==> src/rtl/isn_pkg.sv <==
`timescale 1ns / 1ps
// ----------------------------------------------------------------------------
// isn_pkg
// Shared types, widths and start-guess table for the Newton square root.
// ----------------------------------------------------------------------------
package isn_pkg;

  localparam int RAD_W  = 32;
  localparam int ROOT_W = 16;
  localparam int POS_W  = 5;
  localparam int REM_W  = 16;

  typedef logic [RAD_W-1:0]  rad_t;
  typedef logic [ROOT_W-1:0] root_t;
  typedef logic [POS_W-1:0]  pos_t;

  typedef struct packed {
    logic busy;
    logic done;
  } div_stat_t;

  localparam root_t GUESS_TBL [32] = '{
    16'd1,     16'd2,     16'd2,     16'd4,     16'd5,     16'd8,     16'd11,    16'd16,
    16'd22,    16'd32,    16'd45,    16'd64,    16'd90,    16'd128,   16'd181,   16'd256,
    16'd362,   16'd512,   16'd724,   16'd1024,  16'd1448,  16'd2048,  16'd2896,  16'd4096,
    16'd5792,  16'd8192,  16'd11585, 16'd16384, 16'd23170, 16'd32768, 16'd46340, 16'd65535
  };

  function automatic pos_t lead_one(input rad_t v);
    pos_t pos;
    pos = '0;
    for (int b = 0; b < RAD_W; b++) begin
      if (v[b]) begin
        pos = pos_t'(b);
      end
    end
    return pos;
  endfunction

endpackage

==> src/rtl/isn_div.sv <==
`timescale 1ns / 1ps
// ----------------------------------------------------------------------------
// isn_div
// Radix-2 restoring divider, 32-bit dividend by 16-bit divisor, one
// quotient bit per cycle.
// ----------------------------------------------------------------------------
module isn_div (
  input  logic                clk,
  input  logic                rst_n,
  input  logic                start,
  input  isn_pkg::rad_t       dividend,
  input  isn_pkg::root_t      divisor,
  output isn_pkg::rad_t       quotient,
  output isn_pkg::div_stat_t  stat
);

  logic                   busy_r, busy_nxt;
  logic                   done_r, done_nxt;
  isn_pkg::pos_t          cnt_r, cnt_nxt;
  isn_pkg::rad_t          dvd_r, dvd_nxt;
  logic [isn_pkg::REM_W-1:0] rem_r, rem_nxt;
  isn_pkg::root_t         dvs_r, dvs_nxt;
  logic [isn_pkg::REM_W:0]   trial;
  logic [isn_pkg::REM_W+1:0] diff;
  logic                   qbit;

  assign trial = {rem_r, dvd_r[isn_pkg::RAD_W-1]};
  assign diff  = {1'b0, trial} - {2'b00, dvs_r};
  assign qbit  = ~diff[isn_pkg::REM_W+1];

  always_comb begin
    busy_nxt = busy_r;
    cnt_nxt  = cnt_r;
    dvd_nxt  = dvd_r;
    rem_nxt  = rem_r;
    dvs_nxt  = dvs_r;
    done_nxt = busy_r && (cnt_r == isn_pkg::pos_t'(isn_pkg::RAD_W - 1));
    if (start) begin
      busy_nxt = 1'b1;
      cnt_nxt  = '0;
      dvd_nxt  = dividend;
      rem_nxt  = '0;
      dvs_nxt  = divisor;
    end else if (busy_r) begin
      dvd_nxt = {dvd_r[isn_pkg::RAD_W-2:0], qbit};
      rem_nxt = qbit ? diff[isn_pkg::REM_W-1:0] : trial[isn_pkg::REM_W-1:0];
      cnt_nxt = cnt_r + 1'b1;
      if (cnt_r == isn_pkg::pos_t'(isn_pkg::RAD_W - 1)) begin
        busy_nxt = 1'b0;
      end
    end
  end

  always_ff @(posedge clk) begin
    if (!rst_n) begin
      busy_r <= 1'b0;
      done_r <= 1'b0;
      cnt_r  <= '0;
    end else begin
      busy_r <= busy_nxt;
      done_r <= done_nxt;
      cnt_r  <= cnt_nxt;
    end
    dvd_r <= dvd_nxt;
    rem_r <= rem_nxt;
    dvs_r <= dvs_nxt;
  end

  assign quotient  = dvd_r;
  assign stat.busy = busy_r;
  assign stat.done = done_r;

endmodule

==> src/rtl/integer_sqrt_newton.sv <==
`timescale 1ns / 1ps
// ----------------------------------------------------------------------------
// integer_sqrt_newton
// Integer square root of a 32-bit unsigned value by Newton steps on a shared
// serial divider, seeded from a leading-one table.
//
//  channel | dir | tdata
//  --------+-----+---------------------------------
//  in_     | in  | [31:0] radicand
//  out_    | out | [15:0] root
//
//  Each Newton step is one full pass of the restoring divider plus a
//  turnaround, and steps repeat until the quotient is no smaller than the estimate.
//  A zero radicand skips the divider and goes straight to the done state.
//  in_tready is high only while the sequencer is idle; out_ holds a registered
//  result until transfer, and a stalled result blocks the next finish.
//  Reset clears the sequencer and the output valid.
// ----------------------------------------------------------------------------
module integer_sqrt_newton (
  input  logic        clk,
  input  logic        rst_n,
  input  logic        in_tvalid,
  output logic        in_tready,
  input  logic [31:0] in_tdata,   // [31:0] radicand
  output logic        out_tvalid,
  input  logic        out_tready,
  output logic [15:0] out_tdata   // [15:0] root
);

  typedef enum logic [2:0] {
    ST_IDLE = 3'b001,
    ST_DIV  = 3'b010,
    ST_DONE = 3'b100
  } state_t;

  state_t                 state_r, state_nxt;
  isn_pkg::rad_t          rad_r, rad_nxt;
  isn_pkg::root_t         x_r, x_nxt;
  logic                   out_valid_r, out_valid_nxt;
  isn_pkg::root_t         out_data_r, out_data_nxt;

  logic                   div_start;
  isn_pkg::root_t         div_dvs;
  isn_pkg::rad_t          div_dvd;
  isn_pkg::rad_t          quo;
  isn_pkg::div_stat_t     div_stat;
  isn_pkg::root_t         guess;
  logic                   conv;
  logic [isn_pkg::ROOT_W:0] sum;
  logic                   slot_free;
  logic                   in_xfer;

  assign guess     = isn_pkg::GUESS_TBL[isn_pkg::lead_one(in_tdata)];
  assign conv      = quo >= {{(isn_pkg::RAD_W - isn_pkg::ROOT_W){1'b0}}, x_r};
  assign sum       = {1'b0, x_r} + {1'b0, quo[isn_pkg::ROOT_W-1:0]};
  assign slot_free = !out_valid_r || out_tready;
  assign in_tready = (state_r == ST_IDLE);
  assign in_xfer   = in_tvalid && in_tready;

  always_comb begin
    state_nxt     = state_r;
    rad_nxt       = rad_r;
    x_nxt         = x_r;
    out_valid_nxt = out_valid_r && !out_tready;
    out_data_nxt  = out_data_r;
    div_start     = 1'b0;
    div_dvs       = sum[isn_pkg::ROOT_W:1];
    div_dvd       = rad_r;
    case (state_r)
      ST_IDLE: begin
        if (in_xfer) begin
          rad_nxt = in_tdata;
          if (in_tdata == '0) begin
            x_nxt     = '0;
            state_nxt = ST_DONE;
          end else begin
            x_nxt     = guess;
            div_start = 1'b1;
            div_dvs   = guess;
            div_dvd   = in_tdata;
            state_nxt = ST_DIV;
          end
        end
      end
      ST_DIV: begin
        if (div_stat.done) begin
          if (conv) begin
            if (slot_free) begin
              out_valid_nxt = 1'b1;
              out_data_nxt  = x_r;
              state_nxt     = ST_IDLE;
            end else begin
              state_nxt = ST_DONE;
            end
          end else begin
            x_nxt     = sum[isn_pkg::ROOT_W:1];
            div_start = 1'b1;
          end
        end
      end
      ST_DONE: begin
        if (slot_free) begin
          out_valid_nxt = 1'b1;
          out_data_nxt  = x_r;
          state_nxt     = ST_IDLE;
        end
      end
      default: begin
        state_nxt = ST_IDLE;
      end
    endcase
  end

  always_ff @(posedge clk) begin
    if (!rst_n) begin
      state_r     <= ST_IDLE;
      out_valid_r <= 1'b0;
    end else begin
      state_r     <= state_nxt;
      out_valid_r <= out_valid_nxt;
    end
    rad_r      <= rad_nxt;
    x_r        <= x_nxt;
    out_data_r <= out_data_nxt;
  end

  isn_div u_div (
    .clk      (clk),
    .rst_n    (rst_n),
    .start    (div_start),
    .dividend (div_dvd),
    .divisor  (div_dvs),
    .quotient (quo),
    .stat     (div_stat)
  );

  assign out_tvalid = out_valid_r;
  assign out_tdata  = out_data_r;

  a_start_idle: assert property (@(posedge clk) disable iff (!rst_n)
    div_start |-> !div_stat.busy)
    else $error("divider restarted while busy");

  a_done_in_div: assert property (@(posedge clk) disable iff (!rst_n)
    div_stat.done |-> (state_r == ST_DIV))
    else $error("divider finished outside a division");

  a_busy_in_div: assert property (@(posedge clk) disable iff (!rst_n)
    div_stat.busy |-> (state_r == ST_DIV))
    else $error("divider running outside a division");

  a_no_accept_after: assert property (@(posedge clk) disable iff (!rst_n)
    in_xfer |=> !in_tready)
    else $error("second transfer accepted while an item is in flight");

endmodule

==> config.mk <==
export PLATFORM = sky130hd
export DESIGN_NAME = integer_sqrt_newton
export DESIGN_NICKNAME = d
export VERILOG_FILES = /design/src/rtl/isn_pkg.sv /design/src/rtl/isn_div.sv /design/src/rtl/integer_sqrt_newton.sv
export SDC_FILE = /design/constraint.sdc
export NUM_CORES = 1
export LEC_CHECK = 0
export BUFFER_PORTS_ARGS = -buffer_cell sky130_fd_sc_hd__clkbuf_2
export CAP_MARGIN = 10
export CORE_MARGIN = 2
export CORE_UTILIZATION = 30
export DETAILED_ROUTE_END_ITERATION = 7
export GPL_TIMING_DRIVEN = 0
export PLACE_DENSITY = 0.55
export SLEW_MARGIN = 10
export SYNTH_ARGS = -nofsm -noshare
export SYNTH_HDL_FRONTEND = slang
export SYNTH_SLANG_ARGS = --single-unit
==> constraint.sdc <==
create_clock -name clk -period 3.6 [get_ports clk]
set_clock_uncertainty 0.1 [all_clocks]
set_input_delay 0.36 -clock clk [delete_from_list [all_inputs] [get_ports clk]]
set_output_delay 0.36 -clock clk [all_outputs]
set_load 0.01 [all_outputs]
---- Yosys cells after proc, flatten, opt, wreduce, memory -nomap -nowiden ----
Memories as Yosys holds them, arrays and structs flattened.
Index checks and enable logic that the tools add are counted.
W data, S select, Z words.
storage, ports and cells
  register bits ........................... 139
  bits in read-only memories .............. 512
  input port bits ......................... 36
  output and inout bits ................... 18
  word-level logic and storage cells ...... 114
  memories ................................ 1
memory list
  memory           words  bits a word  rd ports  clocked after Yosys merged registers in  write ports  line                       RTL
  (no name shown)  32     16           1         0                                        0            integer_sqrt_newton.sv:53  assign guess = isn_pkg::GUESS_TBL[isn_pkg::lead_one(in_tdata)];
operators by class
  $add $sub $neg .......................... 3
  order comparisons ....................... 2
  eq/ne operators ......................... 9
  muxes and demuxes ....................... 70
  bitwise logic cells ..................... 3
  reduce and logical (&&, ||, !) cells .... 15
operator list
  kind                   number
  $mux W16               13
  $mux W32               5
  $mux W5                30
  $pmux W16 S2           2
  $ge A32 B16 Y1         1
  $logic_not A32 Y1      1
  $mux W3                6
  $sub A17 B16 Y18       1
  $add A16 B16 Y17       1
  $mux W1                11
  $pmux W3 S3            1
  $reduce_and A4 Y1      2
  $ge A6 B6 Y1 const B   1
  $ne A2 B2 Y1 const B   3
  $not A5 Y6             1
  $reduce_bool A2 Y1     3
  $add A5 B1 Y5 const B  1
  $eq A5 B5 Y1 const B   1
  $ne A2 B1 Y1 const B   2
  $pmux W1 S2            2
  $eq A3 B1 Y1 const B   1
  $eq A3 B2 Y1 const B   1
  $eq A3 B3 Y1 const B   1
  $logic_and A1 B1 Y1    3
  6 further kinds        8

---- Logic depth before layout (Yosys ltp) ----
  depth in word-level cells ............... 38
  mapped depth ............................ 13
  depth with buffers taken out ............ 13

---- Cells and area by module ----
From an unflattened synthesis, not the netlist that was laid out.
unflattened totals
  cells, all modules ...................... 870
  area, all modules ....................... 8627.0 µm²
by module, submodules not included
  module               times used  cells each  area an instance (µm²)  sequential area each (µm²)
  integer_sqrt_newton  1           575         5094.9                  2001.9
  isn_div              1           295         3532.1                  1901.8

---- Least setup slack after synthesis ----
No wires, ideal clock.
  path type ............................... reg-to-reg
  start ................................... register u_div.dvd_r[11] (netlist: u_div.quotient[11])
  end ..................................... register out_data_r[0] (netlist: out_tdata[0]), enable pin
  setup time .............................. 409 ps
  arrival time ............................ 2768 ps
  data required time ...................... 3091 ps
  setup slack ............................. 322 ps
  stages on the path, launching flop included .. 8
  buffers on the path ..................... 0
  clock period less this slack ............ 3278 ps
  path through ............................ edfxtp_1 > ha_1 > and4_1 > o21ai_0 > a2111o_1 > nand2_1 > a31oi_1 > nor3_1
between the ends
  longest elaborated chain between the ends .. 3
RTL lines
  element                             line                        RTL
  start, declared                     isn_div.sv:20               isn_pkg::rad_t dvd_r, dvd_nxt;
  start signal, assigned              isn_div.sv:64               dvd_r <= dvd_nxt;
  $ge A32 B16 Y1                      integer_sqrt_newton.sv:54   assign conv = quo >= {{(isn_pkg::RAD_W - isn_pkg::ROOT_W){1'b0}}, x_r};
  $ne A2 B2 Y1 (no source line)       -
  $reduce_and A3 Y1 (no source line)  -
  end signal, assigned                integer_sqrt_newton.sv:124  out_data_r <= out_data_nxt;
  end, declared                       integer_sqrt_newton.sv:40   isn_pkg::root_t out_data_r, out_data_nxt;
Every way passes these cells.
A chain may end at the register's enable or synchronous reset.

---- Final worst setup path ----
  start ................................... input port in_tdata[5]
  end ..................................... register x_r[0], data pin
between the ends
  longest elaborated chain between the ends .. 34
  elaborated cells between the ends (all ways) .. 35
  classes of those cells .................. mux (32); bitwise (1); reduce/logical (1); memory (1)
RTL lines
  element                                       line                        RTL
  start, declared                               integer_sqrt_newton.sv:24   input logic [31:0] in_tdata,
  $mux W5 (27 in series)                        isn_pkg.sv:33               if (v[b]) begin
  $not A5 Y6 (not written as such)              integer_sqrt_newton.sv:53
  $mem_v2 Z32 W16                               -
  $mux W16 (not written as such) (2 in series)  integer_sqrt_newton.sv:53
  $mux W16 *                                    integer_sqrt_newton.sv:73   if (in_tdata == '0) begin
  $mux W16 *                                    integer_sqrt_newton.sv:71   if (in_xfer) begin
  $pmux W16 S2 *                                integer_sqrt_newton.sv:69   case (state_r)
  net x_nxt[0]                                  integer_sqrt_newton.sv:38   isn_pkg::root_t x_r, x_nxt;
  end signal, assigned                          integer_sqrt_newton.sv:123  x_r <= x_nxt;
  end, declared                                 integer_sqrt_newton.sv:38
The timed path passes the listed nets; every way through them passes the cells marked *. The select of a mux whose other input is x is not followed.

==> results.txt <==
----------------------------------------------------
[Clocking]
  Setup bufs post-CTS ... 0
  Number of clock sinks ... 139
  H-tree lvl count ... 4
  Clock Root Buffer ... sky130_fd_sc_hd__clkbuf_16
  CTS buffer count ... 17
  Clock transition at the registers of the reported paths ... 60 ps
  Hold_buf cts ... 0
  CTS tree ... built
  Clock insertion delay at the later pin of the skew report ... 430 ps
  Clock buffer depth ... 2

[Global route]
  Largest net degree at the start of global routing ... 36
  Via count of the first global-routing pass ... 6350
  Met1 layer usage reported by global route ... 22.7%
  Grt total ovfl ... 0
  M3 GR Usage ... 2.77%
  GR peak layer ... met2
  Wire length of the first global-routing pass ... 36500 microns
  Number of antenna violations at the first check in global routing ... 0
  Met2 usage in global routing ... 24.5%
  Global-route usage over all layers ... 15.8%

[Yosys]
  Most used flip-flop cell after synthesis ... sky130_fd_sc_hd__edfxtp_1
  Cell with the most instances after synthesis ... sky130_fd_sc_hd__edfxtp_1
  Synth Net Count ... 930
  Number of synthesized flops with an enable pin ... 112
  Leading post-synthesis cells by instance count ... sky130_fd_sc_hd__edfxtp_1, sky130_fd_sc_hd__a21oi_1, sky130_fd_sc_hd__nor2_1, sky130_fd_sc_hd__inv_1, sky130_fd_sc_hd__nand2_1
  Share of flip-flops with an asynchronous set or reset after synthesis ... 0%
  Yosys top cell by area ... sky130_fd_sc_hd__edfxtp_1
  Mean instance size in the synthesized netlist ... 10.2 sq um
  Number of storage elements in the synthesis netlist ... 139
  Synthesized netlist cell count ... 836
  Cell types with the largest area share after synthesis ... sky130_fd_sc_hd__edfxtp_1, sky130_fd_sc_hd__ha_1, sky130_fd_sc_hd__dfxtp_1
  YS warnings ... 0
  Yosys cell types ... 88
  Sequential element share of the synthesized area ... 45.8%
  Synth Cell Area ... 0.00852 sq mm
  Top cell type's share of synthesized area ... 39.5%

[Timing]
  Max-slew violation count ... 0
  Share of the cycle needed by the critical path after routing ... 94.0%
  Unrepaired setup endpoints after global routing ... no
  Final critical-path required period ... 3380 ps
  Number of endpoints failing setup at the final stage ... 0
  Number of hold-slack violations in the final timing report ... 0
  Worst-Margin Slew ... 710 ps
  Relative slew margins ... 52.1%
  Upper clock frequency limit ... 296 MHz

[Run status]
  Result of the run ... complete, no violations

[Worst setup path]
  Most prevalent standard cell on the critical path ... sky130_fd_sc_hd__nor4_1
  Critical Path Sink Type ... flop
  Startpoint of the lowest-slack register-to-register path ... u_div.quotient[11]
  Buffers and inverters on the worst path ... 3
  Required time reported for the critical path endpoint ... 3650 ps
  Critical path origin ... in_tdata[5]
  Arrival time at the worst endpoint ... 3440 ps
  Register-to-register setup slack ... 270 ps
  Terminus of the critical flop-to-flop path ... u_div.quotient[0]
  Maximum net fanout on the critical path ... 10
  Depth of the most critical reg-to-reg path ... 9
  Delay contributed by the slowest stage of the critical path ... 520 ps
  Slowest stage cell on the critical path ... sky130_fd_sc_hd__o31ai_2
  CP cell instances ... clkbuf_2, o31a_1, nor4_1, nor4_1, o31ai_2, inv_1, ha_1, clkbuf_1, a221oi_1, a21oi_1, o211ai_1, o21ai_0
  Startpoint types ... primary input
  Family with the most delay on the worst path ... compound AO/OA/AOI/OAI gates
  Type of the worst setup path ... primary input to flop

[Route]
  DRT antenna net count ... 0
  Total iterations of the first detailed-routing run ... 5
  Wire length after detailed routing ... 23400 microns
  Total DRC errors in the routed layout ... 0
  Routed len/inst ... 18.0 microns
  Initial drt markers ... 519
  Via density per instance ... 5.10
  Via count of the routed design ... 6647

[Layout]
  Fraction of layout cells with a size suffix above 1 ... 15.0%
  Final-stage net count ... 1007
  Antenna Diode Count ... 0
  Finished layout cell area ... 0.00995 sq mm
  Area added between synthesis and finish ... 16.8%

[Worst hold path]
  Path category of the worst min-delay check ... primary input to flop
  Worst hold path cell count ... 1
  Hold_sp ... in_tdata[1]
  Worst min-delay path endpoint ... rad_r[1]

[Placement]
  GPL Wtd Cong ... 0.909
  Placed standard-cell area ... 0.00931 sq mm
  Count of port buffers added during placement ... 53
  Sum of net half-perimeters after detailed placement ... 17500 microns

[Die]
  Core Footprint ... 0.0279 sq mm
  Total number of placement rows ... 61
  Chip width ... 173 microns
  Overall die area ... 0.0298 sq mm
  # IOs ... 54
  Die height ... 173 microns
  Starting density of the core ... 30.6%

[Pwr]
  Final Total Pwr ... 5970 uW
  Leak ... 0.00378 uW
  Max VDD drop ... 0.311 mV
  Power density over cell area ... 600 mW/mm^2

[Run]
  Number of maximum-capacitance constraint violations ... 0

----------------------------------------------------
-- metrics by stage --
step	worst slack (ps)	TNS (ps)	hold WS [ps]	util [%]	std cells
detailed placement	-310	-6410	385	33.4	1270
global placement	-718	-51470	377	33.2	1267
global route	75.3	0	65.8	35.7	1303
finish	217	0	70.2	35.7	1303
CTS	125	0	53.4	35.6	1301
floorplan	322	0	339	-	836
-- state kept, by name (all words and copies together) (netlist names), 3 cells and up --
signal,flops
out_tdata,16
rad_r,32
state_r,3
u_div.cnt_r,5
u_div.dvs_r,16
u_div.quotient,32
u_div.rem_r,16
x_r,16
-- cell families after synthesis --
kind of cell,count (synthesis),share of synthesized area (%)
XOR/XNOR,28,2.88
flip-flops,139,45.8
buffers and inverters,90,4.40
AO/OA/AOI/OAI,242,18.2
multiplexers,45,5.49
AND/OR/NAND/NOR,234,14.6
adder cells (fa/ha/maj),58,8.69
-- cell usage in the layout (no fill, tap or decap), types with 4 or more instances in the layout --
cell type / instances
sky130_fd_sc_hd__edfxtp_1: 112
sky130_fd_sc_hd__a21oi_1: 74
sky130_fd_sc_hd__nor2_1: 65
sky130_fd_sc_hd__inv_1: 60
sky130_fd_sc_hd__nand2_1: 60
sky130_fd_sc_hd__o21ai_0: 57
sky130_fd_sc_hd__ha_1: 56
sky130_fd_sc_hd__clkbuf_2: 54
sky130_fd_sc_hd__mux2i_1: 40
sky130_fd_sc_hd__dfxtp_1: 27
sky130_fd_sc_hd__xnor2_1: 20
sky130_fd_sc_hd__o21ai_1: 20
sky130_fd_sc_hd__nor3_1: 17
sky130_fd_sc_hd__clkbuf_16: 17
sky130_fd_sc_hd__clkbuf_1: 16
sky130_fd_sc_hd__nor2b_1: 13
sky130_fd_sc_hd__nand2b_1: 13
sky130_fd_sc_hd__nor4_1: 12
sky130_fd_sc_hd__nand3_1: 10
sky130_fd_sc_hd__o21a_1: 9
sky130_fd_sc_hd__o211ai_1: 9
sky130_fd_sc_hd__xor2_1: 8
sky130_fd_sc_hd__a211oi_1: 7
sky130_fd_sc_hd__clkinvlp_4: 6
sky130_fd_sc_hd__and3_1: 5
sky130_fd_sc_hd__buf_2: 5
sky130_fd_sc_hd__a21o_1: 5
sky130_fd_sc_hd__or3_1: 5
sky130_fd_sc_hd__o21bai_1: 5
sky130_fd_sc_hd__o22ai_1: 5
sky130_fd_sc_hd__a31oi_1: 4
-- worst register-to-register path: stages (launching register included) --
cell                       delay, ps
sky130_fd_sc_hd__edfxtp_1        480
sky130_fd_sc_hd__ha_1            460
sky130_fd_sc_hd__and4_1          230
sky130_fd_sc_hd__o21ai_0         140
sky130_fd_sc_hd__o211ai_1        300
sky130_fd_sc_hd__a21oi_1         140
sky130_fd_sc_hd__and3b_1         200
sky130_fd_sc_hd__buf_2           190
sky130_fd_sc_hd__buf_2           270
sky130_fd_sc_hd__or3_4           510
-- layout make-up --
class	count	area [sq um]
inverters	62	236
multi-input cells	608	4290
repair buffers	56	308
well taps	378	473
repair inverters	1	5.00
clock inverters	14	171
plain buffers	28	143
clock buffers	17	425
fillers	2828	17900
flip-flops and latches	139	3900
-- worst max-delay path by stage --
stage / endpoint / slack (ps) / cells past startpoint
after floorplan: out_tdata[0] / 320 / 7
after global placement: x_r[7] / -720 / 7
after detailed placement: x_r[0] / -310 / 12
after CTS: u_div.quotient[5] / 130 / 9
after global routing: u_div.dvs_r[4] / 80 / 14
final: x_r[0] / 220 / 12
-- what timing repair did --
action	in CTS	in global routing
gates resized for setup	1	4
setup endpoints to repair	32	40
gates cloned	0	2
-- where the power goes --
group / internal (uW) / leakage, uW / switching, uW
Clock: 1090 / 0.000275 / 718
Sequential: 2050 / 0.00128 / 167
Combinational: 799 / 0.00222 / 1150
-- metal layers --
layer	share of wire (%)	wire length, microns
met5	0	0
met4	1.2	276
met3	4.9	1160
met2	45	10600
met1	49	11400
(Power assumes the default switching activity.)
